[src/rtl/core/fc_pkg.sv]
// Shared types and constants of the fully connected layer.
package fc_pkg;

    localparam int KIND_W      = 2;
    localparam int ROW_W       = 4;
    localparam int COL_W       = 10;
    localparam int VAL_W       = 16;
    localparam int PROD_W      = 32;
    localparam int ACC_W       = 40;
    localparam int CFG_IDX_W   = 2;
    localparam int CFG_DATA_W  = 11;
    localparam int IN_CNT_W    = 11;
    localparam int OUT_CNT_W   = 5;
    localparam int QUEUE_DEPTH = 2;
    localparam int QPTR_W      = 1;
    localparam int QCNT_W      = 2;

    localparam logic                 RELU_RESET      = 1'b1;
    localparam logic [IN_CNT_W-1:0]  IN_COUNT_RESET  = 11'd784;
    localparam logic [OUT_CNT_W-1:0] OUT_COUNT_RESET = 5'd16;

    typedef enum logic [KIND_W-1:0] {
        KIND_WEIGHT  = 2'd0,
        KIND_BIAS    = 2'd1,
        KIND_FEATURE = 2'd2
    } t_kind;

    typedef enum logic [CFG_IDX_W-1:0] {
        CFG_RELU      = 2'd0,
        CFG_IN_COUNT  = 2'd1,
        CFG_OUT_COUNT = 2'd2
    } t_cfg_idx;

    typedef enum logic [2:0] {
        ST_IDLE,
        ST_MAC,
        ST_DRAIN,
        ST_EMIT_RD,
        ST_EMIT_SUM,
        ST_EMIT_OUT
    } t_back_state;

    typedef struct packed {
        logic                 relu_enable;
        logic [IN_CNT_W-1:0]  in_count;
        logic [OUT_CNT_W-1:0] out_count;
    } t_cfg;

    typedef struct packed {
        t_kind                    kind;
        logic [ROW_W-1:0]         row;
        logic [COL_W-1:0]         col;
        logic signed [VAL_W-1:0]  value;
    } t_op;

endpackage

[src/rtl/core/fc_queue.sv]
// Two-entry queue of classified operations between the front and the engine.
module fc_queue (
    input  logic        i_clk,
    input  logic        i_rst_n,
    input  logic        i_push,
    input  fc_pkg::t_op i_op,
    output logic        o_full,
    input  logic        i_pop,
    output logic        o_valid,
    output fc_pkg::t_op o_op
);
    import fc_pkg::*;

    t_op               r_mem [QUEUE_DEPTH];
    logic [QPTR_W-1:0] r_wr;
    logic [QPTR_W-1:0] r_rd;
    logic [QCNT_W-1:0] r_cnt;

    always_ff @(posedge i_clk) begin
        if (i_push) begin
            r_mem[r_wr] <= i_op;
        end
    end

    always_ff @(posedge i_clk) begin
        if (!i_rst_n) begin
            r_wr  <= '0;
            r_rd  <= '0;
            r_cnt <= '0;
        end else begin
            if (i_push) begin
                r_wr <= r_wr + 1'b1;
            end
            if (i_pop) begin
                r_rd <= r_rd + 1'b1;
            end
            case ({i_push, i_pop})
                2'b10:   r_cnt <= r_cnt + 1'b1;
                2'b01:   r_cnt <= r_cnt - 1'b1;
                default: r_cnt <= r_cnt;
            endcase
        end
    end

    assign o_full  = r_cnt == QCNT_W'(QUEUE_DEPTH);
    assign o_valid = r_cnt != '0;
    assign o_op    = r_mem[r_rd];

endmodule

[config.mk]
export PLATFORM = sky130hd
export DESIGN_NAME = fc_queue
export DESIGN_NICKNAME = d
export VERILOG_FILES = /design/src/rtl/core/fc_pkg.sv /design/src/rtl/core/fc_queue.sv
export SDC_FILE = /design/constraint.sdc
export NUM_CORES = 1
export LEC_CHECK = 0
export ABC_AREA = 1
export BUFFER_PORTS_ARGS = -buffer_cell sky130_fd_sc_hd__buf_2
export CAP_MARGIN = 10
export CORE_ASPECT_RATIO = 1.2
export CORE_MARGIN = 2
export CORE_UTILIZATION = 37
export CTS_BUF_LIST = sky130_fd_sc_hd__clkbuf_2
export DETAILED_ROUTE_END_ITERATION = 16
export GPL_TIMING_DRIVEN = 0
export HOLD_SLACK_MARGIN = 0.08
export PLACE_DENSITY = 0.61
export SYNTH_ARGS = -nofsm -noshare
export SYNTH_HDL_FRONTEND = slang
export SYNTH_SLANG_ARGS = --single-unit
[constraint.sdc]
create_clock -name i_clk -period 2.7 [get_ports i_clk]
set_clock_uncertainty 0.05 [all_clocks]
set_input_delay 0.27 -clock i_clk [delete_from_list [all_inputs] [get_ports i_clk]]
set_output_delay 0.27 -clock i_clk [all_outputs]
set_load 0.005 [all_outputs]
== Word-level counts from Yosys, hierarchy flattened ==
Memories as Yosys holds them, arrays and structs flattened. A register that Yosys moved wholly into a read port is not among the register bits.
Index checks and enable logic that the tools add are counted.

* Register bits after elaboration: 4
* Memory bits (writable): 64
* Output and inout bits: 34
* Logic and storage cells: 18
* Memories: 1

{| class="wikitable"
|+ Memories
! name !! depth !! bits a word !! read ports !! clocked after memory_dff !! write ports !! RTL line !! source
|-
| r_mem || 2 || 32 || 1 || 1 || 1 || fc_queue.sv:14 || <nowiki>t_op r_mem [QUEUE_DEPTH];</nowiki>
|}

* Add/sub/neg operators: 4
* Equal/unequal tests: 3
* Muxes and demuxes: 5
* Reductions and logical operators: 2

{| class="wikitable"
|+ Operators with widths
! cell !! count
|-
| $eq 2x2->1 const B || 2
|-
| $mux 1 || 4
|-
| $pmux 2 s2 || 1
|-
| $reduce_bool 2->1 || 2
|-
| $add 1x1->1 const B || 2
|-
| $add 2x1->2 const B || 1
|-
| $eq 2x1->1 const B || 1
|-
| $sub 2x1->2 const B || 1
|}

== Depth between registers and ports, before layout ==
* Depth after elaboration: 3
* Gate-level depth with buffers: 7

== Worst setup path after synthesis ==
Ideal clock, no wire load.

* Path type: register to register
* Start: reg r_wr
* End: mem r_mem[0][0] (netlist bit), enable pin
* Library setup time: 0.422 ns
* Data arrival time: 1.677 ns
* Required time: 2.228 ns
* Path slack: 0.552 ns
* Stages on the path, launching flop included: 2
* Period minus slack after synthesis: 2.148 ns
* Cell sequence: dfxtp_1 nor2_1

{| class="wikitable"
|+ RTL lines
! what !! RTL line !! source
|-
| from (decl) || fc_queue.sv:15 || <nowiki>logic [QPTR_W-1:0] r_wr;</nowiki>
|-
| from (signal assigned) || fc_queue.sv:32 || <nowiki>r_wr <= r_wr + 1'b1;</nowiki>
|-
| to (decl) || fc_queue.sv:14 ||
|}

Straight into the memory's write port.

==> qor_table.md <==
| Step | Item | Value |
|---|---|---|
| timing | Fin Setup TNS | 0 ns |
| timing | Worst slew margin relative to its limit | 44.9% |
| pwr | P_leak | 0.00152 uW |
| critical path | Critical path type | reg2out |
| timing | Crit path setup slack, layout | 0.832 ns |
| drt | DRC violations left | 0 |
| timing | Final Hold Vio Count | 0 |
| floorplanning | Area of the die | 7980 um^2 |
| cells and area | Post-route insts no fill | 346 |
| floorplanning | Count of pins on the block boundary | 70 |
| synthesis | Top post-synthesis cells by area | edfxtp_1, mux2_4, dfxtp_1 |
| cells and area | Post-synthesis to final-layout area growth | 37.0% |
| timing | Worst-Margin Slew | 0.825 ns |
| synthesis | Most frequent cell after synthesis | edfxtp_1 |
| timing | Timing-limited maximum frequency | 535 MHz |
| cts | Worst-path clk slew | 0.19 ns |
| timing | Final critical-path share of the clock period | 69.2% |
| global routing | Vias in the first global route | 1540 |
| cts | Post-cts sizing count | 0 |
| critical path | Number of cells on the worst reg-to-reg path | 3 |
| pwr | Pwr/cell area | 594 nW/um^2 |
| drt | Detailed Route Iter0 Violations | 72 |
| synthesis | Multiplexer fraction of the synthesized cell area | 17.6% |
| placed design | Routability-driven placement congestion ratio | 0.651 |
| cts | Clock tree from TritonCTS | done |
| synthesis | Most used flip-flop cell after synthesis | edfxtp_1 |
| cells and area | Combined flip-flop and latch cell area | 2020 um^2 |
| cts | CTS Buffer Depth | 2 |
| cells and area | Total Nets Final | 289 |
| global routing | Pin count of the biggest net entering global routing | 18 |
| timing | Final number of max-transition violations | 0 |
| critical path | WP depth | 4 |
| drt | Pre-Repair DR Iteration Count | 3 |
| critical path | Slowest cell delay on critical path | 0.36 ns |
| synthesis | Post-Synthesis Net Count | 172 |
| worst hold path | Class of the tightest hold or removal check | in2reg |
| synthesis | Cell accounting for the most synthesized area | edfxtp_1 |
| floorplanning | Die W | 81.9 um |
| synthesis | Share of the synthesized area in the top cell type | 71.4% |
| drt | Vias per Instance | 4.33 |
| placed design | Post-detail-place hpwl | 2.87 mm |
| run | Maximum capacitance violations | 0 |
| cells and area | Area of the multi-input gates | 584 um^2 |
| cts | Sink count of the clock tree | 69 |
| drt | Total Wirelength | 4.58 mm |
| placed design | Pre-CTS setup slack | 0.995 ns |
| placed design | Placed cell count | 296 |
| synthesis | Proportion of synthesized chip area in sequential cells | 75.1% |
| cells and area | Count of fill cells added during filler insertion | 627 |
| global routing | Antenna violations before repair | 0 |
| critical path | Sequence of cells on the critical path | buf_6 > buf_12 > mux2_4 > buf_2 |
| cells and area | Fraction of the core area covered by cells at the end of the flow | 51.6% |
| synthesis | Number of synthesis warnings | 0 |
| cells and area | Final antenna diode count | 0 |
| synthesis | Fraction of the mapped netlist area in adder cells | 0.465% |
| pwr | Worst-case vdd ir drop | 0.000446 V |
| synthesis | Synthesized cell area | 2690 um^2 |
| synthesis | XOR/XNOR share of the synthesized area | 0% |
| critical path | Largest driver fanout on the critical path | 10 |
| synthesis | Mapped Avg Cell Area | 19.9 um^2 |
| critical path | Category of the worst setup path capture point | output port |
| worst hold path | Cell depth of the worst min-delay path | 2 |
| run status | Result of the run | complete, no violations |
| cts | Source-to-sink clock delay at the later pin of the worst-skew pair | 0.46 ns |
| cts | TritonCTS buffer count | 9 |
| cts | CTS Root Cell | clkbuf_2 |
| timing | Setup repair after global routing missed its margin | no |
| critical path | Minimum setup slack among reg-to-reg paths | 0.95 ns |
| synthesis | Number of synthesized flops with an enable pin | 64 |
| critical path | Startpoint Class | flip-flop |
| synthesis | Commonest cells in the synthesized netlist | edfxtp_1, mux2_4, nor2_1, nand2_1, inv_1 |
| global routing | Total congestion overflow after global routing | 0 |
| floorplanning | Starting Density | 37.7% |
| floorplanning | Floorplan row count | 34 |
| synthesis | Synthesized netlist cell count | 135 |
| critical path | Kind of cell with the highest combined delay on the critical path | buffers and inverters |
| drt | Detailed-route via count | 1499 |
| floorplanning | Chip height | 97.5 um |
| global routing | Global-route wire length before repair | 7.10 mm |
| synthesis | Fraction of the mapped netlist area in compound gates | 0.372% |
| drt | Average wire length per cell after detail routing | 13.2 um |
| placed design | # port buffers | 69 |
| synthesis | Proportion of register bits with asynchronous set or reset after synthesis | 0% |
| synthesis | Post-synthesis simple-gate area fraction | 3.02% |
| critical path | Worst EP arrival | 1.55 ns |
| drt | Post-DRT Antenna Nets | 0 |
| global routing | Tot GR Track Use | 12.3% |
| critical path | Slowest library cell on the worst path | dfxtp_1 |
| critical path | Buf/Inv on CP | 3 |
| pwr | Total power | 2190 uW |
| floorplanning | Core footprint | 7150 um^2 |
| synthesis | Count of different cell masters after synthesis | 13 |
| synthesis | Count of state elements after synthesis | 69 |
| timing | Final setup violation count | 0 |
| cells and area | Fraction of layout cells with a size suffix above 1 | 47.7% |
| critical path | Req. time, crit path | 2.38 ns |
| synthesis | Dominant combinational cell family by area after synthesis | multiplexers |
| timing | Post-layout min period | 1.87 ns |
| cts | H-Tree Depth | 3 |
area by class of cell:
cell class              instances  area share (%)
plain buffers                   4            1.93
clock buffers                  10            1.36
clock inverters                 5            2.07
inverters                       6           0.610
multi-input cells              56            15.8
flip-flops and latches         69            54.8
well taps                      90            3.05
repair buffers                106            20.3
per-layer routing:
| metal | wire (um) | up-vias | GRT usage, % |
|---|---|---|---|
| met3 | 253 | 9 | 3.16 |
| met4 | 95 | 0 | 7.69 |
| met2 | 2390 | 51 | 20.0 |
| li1 | - | 740 | - |
| met1 | 1850 | 699 | 14.0 |
| met5 | 0 | - | 0 |
worst paths after layout:
check	endpoint	start
hold / removal	r_mem[0][5]	i_op[5]
setup / recovery	o_op[5]	flip-flop
setup reg to reg	r_mem[1][29]	r_wr
hold reg to reg	r_rd	r_rd
state kept, by name, summed over array words and instances (netlist names), named ones only:
| signal | count |
|---|---|
| r_wr | 1 |
| r_rd | 1 |
| r_cnt | 2 |
| r_mem | 64 |
where the power goes:
part	internal (uW)	switching [uW]	total, uW
clock network	301	345	646
registers	1230	16.6	1250
logic	180	116	296
total	1710	477	2190
placed cells by master, fill, tap and decap left out:
cell	count
buf_6	1
inv_1	6
mux2_4	30
buf_16	2
a21oi_1	1
buf_12	3
bufinv_16	2
edfxtp_1	64
dlygate4sd3_1	35
nand2_1	9
nor2_4	1
clkinvlp_4	1
mux2_2	2
dfxtp_1	5
nor2_1	10
clkinv_2	1
clkinv_1	1
clkbuf_2	10
buf_2	69
o21ai_0	1
ha_1	1
nand4_1	1
what timing repair did:
action | in CTS | in global routing
hold endpoints to repair | 69 | 0
hold buffers | 35 | 0
setup buffers | 0 | 0
cell families after synthesis:
kind of cell | count (synthesis)
AO/OA/AOI/OAI | 2
buffers and inverters | 10
adder cells (fa/ha/maj) | 1
multiplexers | 32
AND/OR/NAND/NOR | 21
flip-flops | 69
stage by stage:
step,instance area [um^2],hold WS [ns]
after floorplan,2690,0.319
after global placement,3150,0.408
after detailed placement,3210,0.412
after CTS,3690,0.387
after global routing,3690,0.377
final,3690,0.446
Power figures use the tool's default switching activity.
